==> src/hdl/pnmhb_pkg.sv <==
`default_nettype none
// ---------------------------------------------------------------------------
// PNM header parse and BGR convert package
// Shared word types, command format and code constants.
// ---------------------------------------------------------------------------
package pnmhb_pkg;

   localparam logic [2:0] KIND_PIXEL  = 3'd0;
   localparam logic [2:0] KIND_PAD    = 3'd1;
   localparam logic [2:0] KIND_HEADER = 3'd2;
   localparam logic [2:0] KIND_ERROR  = 3'd3;
   localparam logic [2:0] KIND_DONE   = 3'd4;

   localparam logic [2:0] CAUSE_NONE      = 3'd0;
   localparam logic [2:0] CAUSE_MAGIC     = 3'd1;
   localparam logic [2:0] CAUSE_TOKEN     = 3'd2;
   localparam logic [2:0] CAUSE_COMMENT   = 3'd3;
   localparam logic [2:0] CAUSE_RANGE     = 3'd4;
   localparam logic [2:0] CAUSE_TRUNCATED = 3'd5;

   localparam logic [1:0] CSR_COMMENT_BUDGET = 2'd0;
   localparam logic [1:0] CSR_TOKEN_MAX      = 2'd1;
   localparam logic [1:0] CSR_BITMAP_MODE    = 2'd2;
   localparam logic [1:0] CSR_MAX_DIMENSION  = 2'd3;

   localparam logic [30:0] SAT31 = 31'h7FFF_FFFF;

   typedef struct packed {
      logic [7:0] data_byte;
      logic       file_start;
      logic       file_end;
   } req_word_type;

   typedef struct packed {
      logic [2:0]  out_kind;
      logic [7:0]  out_byte;
      logic [30:0] image_width;
      logic [30:0] image_height;
      logic [5:0]  bits_per_pixel;
      logic        colour_rgb;
      logic [2:0]  error_cause;
      logic        last;
   } rsp_word_type;

   typedef struct packed {
      logic        hdr;
      logic [30:0] width;
      logic [30:0] height;
      logic [5:0]  bpp;
      logic        rgb;
      logic        pix;
      logic [7:0]  b;
      logic [7:0]  g;
      logic [7:0]  r;
      logic [1:0]  pad;
      logic        done;
      logic        err;
      logic [2:0]  cause;
   } cmd_type;

   typedef struct packed {
      logic       hdr;
      logic [1:0] pix;
      logic [1:0] pad;
      logic       done;
      logic       err;
   } work_flags_type;

   typedef enum logic [5:0] {
      PH_P      = 6'b000001,
      PH_DIGIT  = 6'b000010,
      PH_SEP    = 6'b000100,
      PH_TOKEN  = 6'b001000,
      PH_RASTER = 6'b010000,
      PH_DONE   = 6'b100000
   } phase_type;

endpackage
`default_nettype wire

==> src/hdl/pnmhb_front.sv <==
`default_nettype none
// ---------------------------------------------------------------------------
// PNM front end
// Parses each input word, holds the parser state and configuration, and
// issues one command per word that produces results.
// ---------------------------------------------------------------------------
module pnmhb_front #(
   parameter int DIM_BITS = 16
) (
   input  wire logic                 clock,
   input  wire logic                 reset,
   input  wire logic                 csr_write_enable,
   input  wire logic [1:0]           csr_index,
   input  wire logic [15:0]          csr_write_data,
   input  wire logic                 accept,
   input  wire pnmhb_pkg::req_word_type in_word,
   output pnmhb_pkg::cmd_type        cmd,
   output logic                      cmd_push
);

   localparam logic [15:0] DIM_MAX = 16'((32'd1 << DIM_BITS) - 32'd1);

   logic [15:0] budget_ff;
   logic [3:0]  tmax_ff;
   logic        mode_ff;
   logic [15:0] maxdim_ff;

   pnmhb_pkg::phase_type phase_ff, phase_in, ph;
   logic        incom_ff, incom_in, incom;
   logic [1:0]  idx_ff, idx_in, idx;
   logic [3:0]  len_ff, len_in, len;
   logic [30:0] vals_ff [3];
   logic [30:0] vals_in [3];
   logic [30:0] vals [3];
   logic [15:0] cl_ff, cl_in;
   logic        rgb_ff, rgb_in, rgb;
   logic        nds_ff, nds_in, nds;
   logic [DIM_BITS-1:0] col_ff, col_in, col, row_ff, row_in, row;
   logic [1:0]  ch_ff, ch_in, ch;
   logic [7:0]  held_ff [2];
   logic        held_we;

   logic [7:0]  c;
   logic        is_ws, is_nl, is_digit;
   logic [30:0] v;
   logic [34:0] sum;
   logic [DIM_BITS-1:0] lim;
   logic [4:0]  bpp_base;
   logic [DIM_BITS:0] col_inc, row_inc;
   pnmhb_pkg::cmd_type cmd_c;

   assign lim = (maxdim_ff > DIM_MAX) ? DIM_MAX[DIM_BITS-1:0] : maxdim_ff[DIM_BITS-1:0];

   always_comb begin
      c        = in_word.data_byte;
      is_ws    = (c == 8'h20) || (c >= 8'h09 && c <= 8'h0D);
      is_nl    = (c == 8'h0A) || (c == 8'h0D);
      is_digit = (c >= 8'h30) && (c <= 8'h39);
      ph    = in_word.file_start ? pnmhb_pkg::PH_P : phase_ff;
      incom = in_word.file_start ? 1'b0 : incom_ff;
      idx   = in_word.file_start ? 2'd0 : idx_ff;
      len   = in_word.file_start ? 4'd0 : len_ff;
      for (int i = 0; i < 3; i++) begin
         vals[i] = in_word.file_start ? 31'd0 : vals_ff[i];
      end
      rgb = in_word.file_start ? 1'b0 : rgb_ff;
      nds = in_word.file_start ? 1'b0 : nds_ff;
      col = in_word.file_start ? '0 : col_ff;
      row = in_word.file_start ? '0 : row_ff;
      ch  = in_word.file_start ? 2'd0 : ch_ff;

      phase_in = ph;
      incom_in = incom;
      idx_in   = idx;
      len_in   = len;
      vals_in  = vals;
      cl_in    = cl_ff;
      rgb_in   = rgb;
      nds_in   = nds;
      col_in   = col;
      row_in   = row;
      ch_in    = ch;
      held_we  = 1'b0;
      cmd_c    = '0;

      v        = vals[idx == 2'd3 ? 2'd2 : idx];
      sum      = {v, 3'b000} + {2'b00, v, 1'b0} + {27'd0, c - 8'h30};
      bpp_base = 5'd16;
      for (int n = 16; n >= 1; n--) begin
         if ({1'b0, vals[2]} <= (32'd1 << n)) begin
            bpp_base = 5'(n);
         end
      end
      col_inc = {1'b0, col} + 1'b1;
      row_inc = {1'b0, row} + 1'b1;

      case (ph)
         pnmhb_pkg::PH_P: begin
            cl_in = budget_ff;
            if (c == 8'h50) begin
               phase_in = pnmhb_pkg::PH_DIGIT;
            end else begin
               cmd_c.err = 1'b1; cmd_c.cause = pnmhb_pkg::CAUSE_MAGIC;
               phase_in = pnmhb_pkg::PH_DONE;
            end
         end
         pnmhb_pkg::PH_DIGIT: begin
            if (c == 8'h35 || c == 8'h36) begin
               rgb_in   = (c == 8'h36);
               phase_in = pnmhb_pkg::PH_SEP;
            end else begin
               cmd_c.err = 1'b1; cmd_c.cause = pnmhb_pkg::CAUSE_MAGIC;
               phase_in = pnmhb_pkg::PH_DONE;
            end
         end
         pnmhb_pkg::PH_SEP: begin
            if (is_ws) begin
               phase_in = pnmhb_pkg::PH_TOKEN;
            end else begin
               cmd_c.err = 1'b1; cmd_c.cause = pnmhb_pkg::CAUSE_MAGIC;
               phase_in = pnmhb_pkg::PH_DONE;
            end
         end
         pnmhb_pkg::PH_TOKEN: begin
            if (incom) begin
               cl_in = cl_ff - 16'd1;
               if (is_nl) begin
                  incom_in = 1'b0;
               end else if (cl_in == 16'd0) begin
                  cmd_c.err = 1'b1; cmd_c.cause = pnmhb_pkg::CAUSE_COMMENT;
                  phase_in = pnmhb_pkg::PH_DONE;
               end
            end else if (c == 8'h23) begin
               if (cl_ff == 16'd0) begin
                  cmd_c.err = 1'b1; cmd_c.cause = pnmhb_pkg::CAUSE_COMMENT;
                  phase_in = pnmhb_pkg::PH_DONE;
               end else begin
                  incom_in = 1'b1;
               end
            end else if (is_ws) begin
               if (len != 4'd0) begin
                  len_in = 4'd0;
                  idx_in = idx + 2'd1;
                  if (idx == 2'd2) begin
                     if (nds) begin
                        cmd_c.err = 1'b1; cmd_c.cause = pnmhb_pkg::CAUSE_TOKEN;
                        phase_in = pnmhb_pkg::PH_DONE;
                     end else if (vals[0] == 31'd0 || vals[1] == 31'd0 ||
                                  vals[2] == 31'd0 || vals[2] > 31'h0000_FFFF) begin
                        cmd_c.err = 1'b1; cmd_c.cause = pnmhb_pkg::CAUSE_RANGE;
                        phase_in = pnmhb_pkg::PH_DONE;
                     end else begin
                        cmd_c.hdr    = 1'b1;
                        cmd_c.width  = vals[0];
                        cmd_c.height = vals[1];
                        cmd_c.rgb    = rgb;
                        cmd_c.bpp    = rgb ? ({1'b0, bpp_base} + {bpp_base, 1'b0})
                                           : {1'b0, bpp_base};
                        if (!mode_ff) begin
                           cmd_c.done = 1'b1;
                           phase_in   = pnmhb_pkg::PH_DONE;
                        end else if (vals[0] > 31'(lim) || vals[1] > 31'(lim) ||
                                     vals[2] != 31'd255) begin
                           cmd_c.err = 1'b1; cmd_c.cause = pnmhb_pkg::CAUSE_RANGE;
                           phase_in = pnmhb_pkg::PH_DONE;
                        end else begin
                           phase_in = pnmhb_pkg::PH_RASTER;
                           col_in   = '0;
                           row_in   = '0;
                           ch_in    = 2'd0;
                        end
                     end
                  end
               end
            end else if (len >= tmax_ff) begin
               cmd_c.err = 1'b1; cmd_c.cause = pnmhb_pkg::CAUSE_TOKEN;
               phase_in = pnmhb_pkg::PH_DONE;
            end else begin
               len_in = len + 4'd1;
               if (is_digit) begin
                  vals_in[idx == 2'd3 ? 2'd2 : idx] =
                     (sum > {4'd0, pnmhb_pkg::SAT31}) ? pnmhb_pkg::SAT31 : sum[30:0];
               end else begin
                  nds_in = 1'b1;
               end
            end
         end
         pnmhb_pkg::PH_RASTER: begin
            if (rgb && ch != 2'd2) begin
               held_we = 1'b1;
               ch_in   = ch + 2'd1;
            end else begin
               cmd_c.pix = 1'b1;
               cmd_c.b   = c;
               cmd_c.g   = rgb ? held_ff[1] : c;
               cmd_c.r   = rgb ? held_ff[0] : c;
               ch_in     = 2'd0;
               col_in    = col_inc[DIM_BITS-1:0];
               if (31'(col_inc) >= vals[0]) begin
                  cmd_c.pad = vals[0][1:0];
                  col_in    = '0;
                  row_in    = row_inc[DIM_BITS-1:0];
                  if (31'(row_inc) >= vals[1]) begin
                     cmd_c.done = 1'b1;
                     phase_in   = pnmhb_pkg::PH_DONE;
                  end
               end
            end
         end
         default: begin
         end
      endcase

      if (in_word.file_end && phase_in != pnmhb_pkg::PH_DONE) begin
         cmd_c.err   = 1'b1;
         cmd_c.cause = pnmhb_pkg::CAUSE_TRUNCATED;
         phase_in    = pnmhb_pkg::PH_DONE;
      end
   end

   assign cmd      = cmd_c;
   assign cmd_push = accept && (cmd_c.hdr || cmd_c.pix || cmd_c.done || cmd_c.err);

   always_ff @(posedge clock) begin
      if (reset) begin
         budget_ff <= 16'd4096;
         tmax_ff   <= 4'd10;
         mode_ff   <= 1'b1;
         maxdim_ff <= 16'hFFFF;
      end else if (csr_write_enable) begin
         case (csr_index)
            pnmhb_pkg::CSR_COMMENT_BUDGET: budget_ff <= csr_write_data;
            pnmhb_pkg::CSR_TOKEN_MAX:      tmax_ff   <= csr_write_data[3:0];
            pnmhb_pkg::CSR_BITMAP_MODE:    mode_ff   <= csr_write_data[0];
            pnmhb_pkg::CSR_MAX_DIMENSION:  maxdim_ff <= csr_write_data;
            default: begin
            end
         endcase
      end
   end

   always_ff @(posedge clock) begin
      if (reset) begin
         phase_ff <= pnmhb_pkg::PH_P;
         incom_ff <= 1'b0;
         idx_ff   <= 2'd0;
         len_ff   <= 4'd0;
         for (int i = 0; i < 3; i++) begin
            vals_ff[i] <= 31'd0;
         end
         cl_ff  <= 16'd4096;
         rgb_ff <= 1'b0;
         nds_ff <= 1'b0;
         col_ff <= '0;
         row_ff <= '0;
         ch_ff  <= 2'd0;
      end else if (accept) begin
         phase_ff <= phase_in;
         incom_ff <= incom_in;
         idx_ff   <= idx_in;
         len_ff   <= len_in;
         vals_ff  <= vals_in;
         cl_ff    <= cl_in;
         rgb_ff   <= rgb_in;
         nds_ff   <= nds_in;
         col_ff   <= col_in;
         row_ff   <= row_in;
         ch_ff    <= ch_in;
      end
   end

   always_ff @(posedge clock) begin
      if (accept && held_we) begin
         held_ff[ch[0]] <= c;
      end
   end

endmodule
`default_nettype wire

==> src/hdl/pnmhb_queue.sv <==
`default_nettype none
// ---------------------------------------------------------------------------
// PNM command queue
// Two-entry queue that decouples the parser from the result emitter.
// ---------------------------------------------------------------------------
module pnmhb_queue (
   input  wire logic               clock,
   input  wire logic               reset,
   input  wire logic               push,
   input  wire pnmhb_pkg::cmd_type push_cmd,
   input  wire logic               pop,
   output logic                    full,
   output logic                    head_valid,
   output pnmhb_pkg::cmd_type      head_cmd
);

   pnmhb_pkg::cmd_type mem_ff [2];
   logic       wr_ff, rd_ff;
   logic [1:0] count_ff, count_in;

   always_comb begin
      count_in = count_ff + {1'b0, push} - {1'b0, pop};
   end

   assign full       = (count_ff == 2'd2);
   assign head_valid = (count_ff != 2'd0);
   assign head_cmd   = mem_ff[rd_ff];

   always_ff @(posedge clock) begin
      if (reset) begin
         wr_ff    <= 1'b0;
         rd_ff    <= 1'b0;
         count_ff <= 2'd0;
      end else begin
         if (push) wr_ff <= ~wr_ff;
         if (pop)  rd_ff <= ~rd_ff;
         count_ff <= count_in;
      end
   end

   always_ff @(posedge clock) begin
      if (push) begin
         mem_ff[wr_ff] <= push_cmd;
      end
   end

endmodule
`default_nettype wire

==> src/hdl/pnmhb_back.sv <==
`default_nettype none
// ---------------------------------------------------------------------------
// PNM result emitter
// Expands each command into result words into a registered output stage,
// one word per cycle while that stage is not stalled by rsp_ready.
// ---------------------------------------------------------------------------
module pnmhb_back (
   input  wire logic                 clock,
   input  wire logic                 reset,
   input  wire logic                 head_valid,
   input  wire pnmhb_pkg::cmd_type   head_cmd,
   output logic                      pop,
   output logic                      rsp_valid,
   input  wire logic                 rsp_ready,
   output pnmhb_pkg::rsp_word_type   rsp_data
);

   pnmhb_pkg::cmd_type       cur_ff, cur_in, src;
   pnmhb_pkg::work_flags_type flags_ff, flags_in, sflags, rem, head_flags;
   pnmhb_pkg::rsp_word_type  word_ff, word;
   logic rsp_valid_ff, rsp_valid_in;
   logic active, out_free, emit, rem_empty;

   always_comb begin
      head_flags.hdr  = head_cmd.hdr;
      head_flags.pix  = head_cmd.pix ? 2'd3 : 2'd0;
      head_flags.pad  = head_cmd.pad;
      head_flags.done = head_cmd.done;
      head_flags.err  = head_cmd.err;

      active   = (flags_ff != '0);
      out_free = !rsp_valid_ff || rsp_ready;
      src      = active ? cur_ff : head_cmd;
      sflags   = active ? flags_ff : head_flags;
      emit     = out_free && (active || head_valid);

      rem  = sflags;
      word = '0;
      if (sflags.hdr) begin
         rem.hdr             = 1'b0;
         word.out_kind       = pnmhb_pkg::KIND_HEADER;
         word.image_width    = src.width;
         word.image_height   = src.height;
         word.bits_per_pixel = src.bpp;
         word.colour_rgb     = src.rgb;
      end else if (sflags.pix != 2'd0) begin
         rem.pix       = sflags.pix - 2'd1;
         word.out_kind = pnmhb_pkg::KIND_PIXEL;
         case (sflags.pix)
            2'd3:    word.out_byte = src.b;
            2'd2:    word.out_byte = src.g;
            default: word.out_byte = src.r;
         endcase
      end else if (sflags.pad != 2'd0) begin
         rem.pad       = sflags.pad - 2'd1;
         word.out_kind = pnmhb_pkg::KIND_PAD;
      end else if (sflags.done) begin
         rem.done      = 1'b0;
         word.out_kind = pnmhb_pkg::KIND_DONE;
      end else begin
         rem.err          = 1'b0;
         word.out_kind    = pnmhb_pkg::KIND_ERROR;
         word.error_cause = src.cause;
      end
      rem_empty = (rem == '0);
      word.last = rem_empty;

      cur_in       = cur_ff;
      flags_in     = flags_ff;
      pop          = 1'b0;
      rsp_valid_in = rsp_valid_ff && !rsp_ready;
      if (emit) begin
         rsp_valid_in = 1'b1;
         if (!active) begin
            pop      = 1'b1;
            cur_in   = head_cmd;
            flags_in = rem;
         end else if (!rem_empty) begin
            flags_in = rem;
         end else if (head_valid) begin
            pop      = 1'b1;
            cur_in   = head_cmd;
            flags_in = head_flags;
         end else begin
            flags_in = '0;
         end
      end
   end

   always_ff @(posedge clock) begin
      if (reset) begin
         flags_ff     <= '0;
         rsp_valid_ff <= 1'b0;
      end else begin
         flags_ff     <= flags_in;
         rsp_valid_ff <= rsp_valid_in;
      end
   end

   always_ff @(posedge clock) begin
      cur_ff <= cur_in;
      if (emit) begin
         word_ff <= word;
      end
   end

   assign rsp_valid = rsp_valid_ff;
   assign rsp_data  = word_ff;

endmodule
`default_nettype wire

==> src/hdl/pnm_header_parse_bgr_convert_unit.sv <==
`default_nettype none
// ---------------------------------------------------------------------------
// PNM header parse and BGR convert unit
// Decodes binary P5/P6 files one byte per word and emits header info,
// BGR pixel bytes with row padding, completion and error words.
// ---------------------------------------------------------------------------
// The parser takes one input word per cycle while the queue has room and
// passes a command for each word that has results into a two-entry queue;
// the emitter drains it at one result word per cycle while rsp_ready is high.
// Header bytes but the last and the first two bytes of a colour pixel give
// no result; a pixel gives its three output bytes, a row end one pad word
// per pad byte; the output port sets the rate. No clearing pass follows reset.
module pnm_header_parse_bgr_convert_unit #(
   parameter int DIM_BITS = 16
) (
   input  wire logic                     clock,
   input  wire logic                     reset,
   input  wire logic                     csr_write_enable,
   input  wire logic [1:0]               csr_index,
   input  wire logic [15:0]              csr_write_data,
   input  wire logic                     req_valid,
   output logic                          req_ready,
   input  wire pnmhb_pkg::req_word_type  req_data,
   output logic                          rsp_valid,
   input  wire logic                     rsp_ready,
   output pnmhb_pkg::rsp_word_type       rsp_data
);

   pnmhb_pkg::cmd_type cmd, head_cmd;
   logic cmd_push, full, head_valid, pop, accept;

   assign req_ready = !full;
   assign accept    = req_valid && req_ready;

   pnmhb_front #(
      .DIM_BITS(DIM_BITS)
   ) u_front (
      .clock            (clock),
      .reset            (reset),
      .csr_write_enable (csr_write_enable),
      .csr_index        (csr_index),
      .csr_write_data   (csr_write_data),
      .accept           (accept),
      .in_word          (req_data),
      .cmd              (cmd),
      .cmd_push         (cmd_push)
   );

   pnmhb_queue u_queue (
      .clock      (clock),
      .reset      (reset),
      .push       (cmd_push),
      .push_cmd   (cmd),
      .pop        (pop),
      .full       (full),
      .head_valid (head_valid),
      .head_cmd   (head_cmd)
   );

   pnmhb_back u_back (
      .clock      (clock),
      .reset      (reset),
      .head_valid (head_valid),
      .head_cmd   (head_cmd),
      .pop        (pop),
      .rsp_valid  (rsp_valid),
      .rsp_ready  (rsp_ready),
      .rsp_data   (rsp_data)
   );

endmodule
`default_nettype wire
==> config.mk <==
export PLATFORM = sky130hd
export DESIGN_NAME = pnm_header_parse_bgr_convert_unit
export DESIGN_NICKNAME = d
export VERILOG_FILES = /design/src/hdl/pnmhb_pkg.sv /design/src/hdl/pnmhb_front.sv /design/src/hdl/pnmhb_queue.sv /design/src/hdl/pnmhb_back.sv /design/src/hdl/pnm_header_parse_bgr_convert_unit.sv
export SDC_FILE = /design/constraint.sdc
export NUM_CORES = 2
export LEC_CHECK = 0
export ABC_AREA = 1
export BUFFER_PORTS_ARGS = -buffer_cell sky130_fd_sc_hd__buf_2
export CAP_MARGIN = 5
export CORE_MARGIN = 2
export CORE_UTILIZATION = 58
export CTS_CLUSTER_DIAMETER = 200
export DETAILED_ROUTE_END_ITERATION = 7
export HOLD_SLACK_MARGIN = 0.1
export PLACE_DENSITY = 0.86
export RECOVER_POWER = 25
export SYNTH_ARGS = -nofsm -noshare
export SYNTH_HDL_FRONTEND = slang
export SYNTH_HIERARCHICAL = 1
export SYNTH_SLANG_ARGS = --single-unit
==> constraint.sdc <==
create_clock -name clock -period 31.1 [get_ports clock]
set_input_delay 4.665 -clock clock [delete_from_list [all_inputs] [get_ports clock]]
set_output_delay 4.665 -clock clock [all_outputs]
set_load 0.02 [all_outputs]
Word-level counts from Yosys, hierarchy flattened:

Memory sizes are Yosys's and may differ from the RTL's. A register that Yosys moved wholly into a read port is not among the register bits.
Index checks and enable logic that the tools add are counted.

* bitwise operators: 4
* multiplexer cells: 196
* $add $sub $neg: 14
* equality and inequality tests: 26
* $lt $le $gt $ge: 29
* reduce and logical (&&, ||, !) cells: 49

Operators by type and width (count)
* two-way mux 70 bit: 8
* two-way mux 93 bit: 6
* two-way mux 16 bit: 26
* two-way mux 101 bit: 4
* two-way mux 31 bit: 7
* two-way mux 6 bit: 23
* one-hot mux 16 bit (2 select lines): 3
* bitwise mux 93 bit: 1
* logical NOT 31 bit: 3
* two-way mux 4 bit: 23
* two-way mux 5 bit: 17
* binary-select mux 31 bit (select 2 bit): 1
* demux 31 bit (select 2 bit): 1
* greater-or-equal comparator 17 x 31 -> 1 bit: 2
* > comparator 31 x 16 -> 1 bit: 2
* two-way mux 2 bit: 24
* two-way mux 1 bit: 37
* adder 34 x 32 -> 35 bit: 1
* adder 35 x 8 -> 35 bit: 1
* > comparator 35 x 31 -> 1 bit, second input constant: 1
* adder 16 x 1 -> 17 bit, second input constant: 2
* equality test 8 x 6 -> 1 bit, second input constant: 4
* logical NOT 16 bit: 2
* > comparator 31 x 16 -> 1 bit, second input constant: 1
* other kinds (69): 118

* logic and storage cells: 368
* bits in registers: 392
* input port bits: 33
* memories kept: 2
* output and inout port bits: 86
* bits in writable memories: 220

Memories
* u_queue.mem_ff: words 2, bits a word 102, read ports 1, clocked after Yosys merged registers in 1, write ports 1, line pnmhb_queue.sv:17 `pnmhb_pkg::cmd_type mem_ff [2];`
* u_front.held_ff: words 2, bits a word 8, read ports 2, clocked after Yosys merged registers in 0, write ports 1, line pnmhb_front.sv:40 `logic [7:0] held_ff [2];`

Logic depth before layout (Yosys ltp):

* word-level depth: 33
* mapped depth: 41
* gate-level depth less buffers: 36

Cells and area by module:

The synthesis kept the hierarchy.

By module, submodules not included
* pnmhb_front: times used 1, cells an instance 3307, area each 20007.9 um^2
* pnmhb_back: times used 1, cells an instance 760, area each 7928.9 um^2
* pnmhb_queue: times used 1, cells an instance 348, area each 7906.3 um^2
* pnm_header_parse_bgr_convert_unit: times used 1, cells an instance 3, area each 13.8 um^2

Least setup slack after synthesis:

OpenSTA, ideal clock, no wires.

* kind: in2reg
* start point: in req_data[1] in the netlist's numbering
* end point: mem u_queue/mem_ff[0][0] in the netlist's numbering, enable pin
* slack: 17.477 ns
* library setup time: 0.566 ns
* arrival time: 13.057 ns
* stages on the path: 36
* required time: 30.534 ns
* path through: buf_6 > buf_6 > buf_6 > buf_6 > clkbuf_1 > buf_1 > nor2_1 > ha_1 > nand2_1 > nor4_2 > nand2_1 > nor2_2 > nand3_1 > nor2_2 > nand4_1 > or2_1 > nand2_1 > inv_1 > ha_1 > a21oi_1 > o21ai_0 > a21oi_1 > o21ai_0 > nand2_1 > o211ai_2 > nand2_2 > inv_2 > a31oi_1 > nand3_1 > nand3_2 > nand2_4 > nand4_1 > nand2_1 > inv_1 > inv_1 > nor2_1

* cells in the longest elaborated chain, start to end: 21
* elaborated cells between the ends (all ways): 93
* those cells by class: add/sub: 2; order compare: 6; eq/ne: 9; mux: 61; reduce/logical: 15

Ends and longest elaborated chain
* from (decl): line pnm_header_parse_bgr_convert_unit.sv:23 `input wire pnmhb_pkg::req_word_type req_data,`
* two-way mux 31 bit: line pnmhb_front.sv:64 `vals[i] = in_word.file_start ? 31'd0 : vals_ff[i];`
* > comparator 31 x 16 -> 1 bit: line pnmhb_front.sv:162 `end else if (vals[0] > 31'(lim) || vals[1] > 31'(lim) ||`
* logical OR 1 bit (2 in series): line pnmhb_front.sv:162
* two-way mux 6 bit: line pnmhb_front.sv:162
* two-way mux 6 bit: line pnmhb_front.sv:159 `if (!mode_ff) begin`
* two-way mux 6 bit: line pnmhb_front.sv:148 `end else if (vals[0] == 31'd0 || vals[1] == 31'd0 ||`
* two-way mux 6 bit: line pnmhb_front.sv:145 `if (nds) begin`
* two-way mux 6 bit: line pnmhb_front.sv:144 `if (idx == 2'd2) begin`
* [5 not listed]
* inequality test 6 bit: line pnmhb_front.sv:214 `if (in_word.file_end && phase_in != pnmhb_pkg::PH_DONE) begin`
* logical AND 1 bit: line pnmhb_front.sv:214
* two-way mux 4 bit: line pnmhb_front.sv:214
* logical OR 1 bit (*): line pnmhb_front.sv:222 `assign cmd_push = accept && (cmd_c.hdr || cmd_c.pix || cmd_c.done || cmd_c.err);`
* logical AND 1 bit (*): line pnmhb_front.sv:222
* via cmd_push: line pnm_header_parse_bgr_convert_unit.sv:30 `logic cmd_push, full, head_valid, pop, accept;`
* two-way mux 1 bit (*): line pnmhb_queue.sv:42 `if (push) begin`
* two-way mux 1 bit (implied by the code) (*): line pnmhb_queue.sv:43 `mem_ff[wr_ff] <= push_cmd;`
* to (decl): line pnmhb_queue.sv:17

The timed path passes the listed nets; every way through them passes the cells marked *.

Final worst setup path:

* start point: in req_data[1] in the netlist's numbering
* end point: mem u_queue/mem_ff[0][52] in the netlist's numbering, enable pin

Same word-level chain as after synthesis.

==> flow_summary.yaml <==
clock_network:
  cts_setup_buffers: 0
  root_buffer: "clkbuf_16"
  clock_latency_ns: 0.63
  cts_tree: "built"
  h-tree-depth: 3
  clock_path_buffers: 3
  cts_buffers: 67
  clk_pin_slew_ns: 0.06
  cts_sinks: 608
  hold_buffers: 0
  post_cts_resized: 0
finish:
  stdcell_area_mm2: 0.0388
  final_common_cell: "nand2_1"
  area_growth_syn_to_layout_pct: 8.30
  utilization_pct: 63.3
  most-common-layout-cells: "1,191 x nand2_1, 516 x a21oi_1, 457 x inv_1"
  drive_gt1_share_pct: 8.09
  instances_no_fill: 5278
  nets: 4622
  antenna_cells: 0
drt:
  route.detailed.drc: 1
  drt_pass1_iterations: 8
  ant_nets: 0
  route.met3.wl_um: 11400
  topRoutingLayerUsed: "met5"
  drt-met1-wl_um: 42400
  vias: 31800
  dr.first_iter.drc_count: 3887
  wl_per_cell_um: 20.5
  routed_wl_um: 108000
  met2_length_um: 49400
  drt-vias-per-instance: 6.03
synth:
  synth.avg_cell_area_um2: 8.12
  yosys_most_used_dff: "edfxtp_1"
  yosys.area.top_type_share_pct: 33.5
  ys_types: 70
  synth_fp_nets: 4607
  seq_area_frac_synth_pct: 45.1
  synthCells: 4418
  yosys_warnings: 6
  async_reset_ff_share_pct: 0
  yosys_register_bits: 608
  synth.cell_area_mm2: 0.0359
  synth_edf_count: 400
  synth_top_cell_by_area: "edfxtp_1"
  ys_top_cells_by_area: "edfxtp_1 33%, nand2_1 12%, dfxtp_1 12%"
sta:
  clock.fmax_ghz: 0.0899
  period_minus_slack_ns: 11.13
  fin_skew_ns: 0.0398
  hold_violations: 0
  maxSlewViolCount: 326
  setup_viol: 0
  maxSlewHeadroom_pct: -152
  rsz0062_at_grt: "no"
  timing.final.ws_setup_ns: 19.97
  tightest_slew_ns: 3.78
  fin_tns_setup_ns: 0
  holdWs_ns: 0.456
  fin_crit_sh_pct: 35.8
die:
  num_rows: 91
  fp.dieArea_mm2: 0.0638
  start_util_pct: 58.4
  chipHeight_um: 253
  ioPinCount: 119
  die_w_um: 253
  core_area_mm2: 0.0614
place:
  dpl.cell_count: 5154
  dp_hpwl_um: 73400
  numPortBuffers: 118
  post-place-ws_ns: 19.55
  place_area_mm2: 0.0368
  routabilityCongestion: 0.989
worst_setup_path:
  cp-end-kind: "flop"
  cp_max_fo: 72
  crit_type: "input port to flop"
  cp.arrival_ns: 11.35
  critPathTopFamily: "simple AND/OR/NAND/NOR gates"
  slowest_stage: "buf_4"
  worstSetupStartpointType: "input port"
  critPathBufInv: 7
  crit_top_cell: "nand2_1"
  max_stage_delay_ns: 0.87
  worstPathRequired_ns: 31.33
grt:
  grt_max_degree: 109
  track_usage_pct: 33.4
  antenna_found_initial: 2
  first_global_vias: 30200
  grt_pass1_wl_um: 167000
  grt-ovfl-total: 0
power:
  power_mw: 2.85
  powerDensity_mw_per_mm2: 73.3
  power.leakage_nw: 16.9
  ir_drop_mv: 0.0649
job:
  max-cap-violations: 6
status:
  violations: "design-rule violations, max-capacitance violations, max-slew violations"
  status: "complete, but fails checks"
worst_hold_path:
  hp-class: "flop to flop"
## metal layers
metal  global-route usage [%]  vias up
li1                         -    14800
met1                     43.6    14700
met2                     53.9     1918
met3                     6.26      348
met4                     15.2        4
met5                        0        -
## tightest hold or removal path, delay by kind of cell, from the launching register on
| kind | cells | cell delay, ns |
|---|---|---|
| DFF | 1 | 0.30 |
| buffers and inverters | 1 | 0.06 |
| AOI/OAI and AO/OA | 1 | 0.05 |
## sequential cells by signal (all words and copies together) (netlist names), 4 cells and up, named ones only
name and count:
u_front/held_ff 16, u_queue/mem_ff 204, u_front/budget_ff 16, u_front/phase_ff 6, u_back/flags_ff 7, u_front/col_ff 16
u_front/cl_ff 16, u_front/maxdim_ff 16, u_back/rsp_data 84, u_front/row_ff 16, u_front/len_ff 4, u_back/cur_ff 96
u_front/tmax_ff 4, u_front/vals_ff 93
## Yosys cell counts, drive strengths merged (2+ instances only)
| library cell | n |
|---|---|
| nor2 | 377 |
| o22ai | 10 |
| a31oi | 22 |
| a21o | 2 |
| a21oi | 518 |
| xnor2 | 24 |
| o21ai | 251 |
| nor3b | 4 |
| nand4 | 45 |
| a22oi | 6 |
| a22o | 6 |
| a221oi | 7 |
| fa | 7 |
| clkbuf | 130 |
| o2111ai | 2 |
| o211ai | 66 |
| buf | 74 |
| a32o | 2 |
| clkinv | 4 |
| nand2 | 1216 |
| mux2 | 102 |
| a211oi | 9 |
| dfxtp | 208 |
| edfxtp | 400 |
| xor2 | 37 |
| nand3b | 3 |
| o31ai | 3 |
| ha | 149 |
| o21bai | 3 |
| nor4 | 21 |
| nand3 | 132 |
| a32oi | 3 |
| nor3 | 57 |
| or2 | 8 |
| inv | 491 |
| o21a | 7 |
| o221ai | 3 |
## power by group
group	switching, mW	total, mW	internal (mW)
combinational	0.594	0.811	0.217
sequential	0.0658	1.18	1.11
clock	0.352	0.858	0.506
## final cells by class
type | instances | area [µm²]
fillers | 4999 | 22500
inverters | 495 | 1870
flip-flops and latches | 608 | 16200
clock buffers | 84 | 1810
clock inverters | 40 | 581
multi-input cells | 3111 | 16600
repair buffers | 150 | 779
well taps | 790 | 988
## path summary, 6_finish.rpt
check             slack (ns)                                from                            endpoint  cells after the start
setup / recovery       19.97                         req_data[1]     u_queue/mem_ff[0][52]$_DFFE_PP_                     33
hold / removal          0.46  u_front/budget_ff[10]$_SDFFE_PP0P_  u_front/budget_ff[10]$_SDFFE_PP0P_                      2
setup reg to reg       23.96                                flop         u_back/cur_ff[51]$_DFFE_PP_                      9
hold reg to reg         0.46  u_front/budget_ff[10]$_SDFFE_PP0P_  u_front/budget_ff[10]$_SDFFE_PP0P_                      2
## kinds of logic (layout without fill, tap and decap cells)
family / after synthesis / in the layout / synth area share (%)
simple gates: 1866 / 1866 / 21.8
compound gates: 926 / 926 / 14.1
buf+inv: 699 / 769 / 7.84
flops: 608 / 608 / 45.1
fa+ha+maj: 156 / 156 / 5.59
mux: 102 / 102 / 4.04
xor+xnor: 61 / 61 / 1.49
Note: power is estimated with default switching activity, not from simulation.
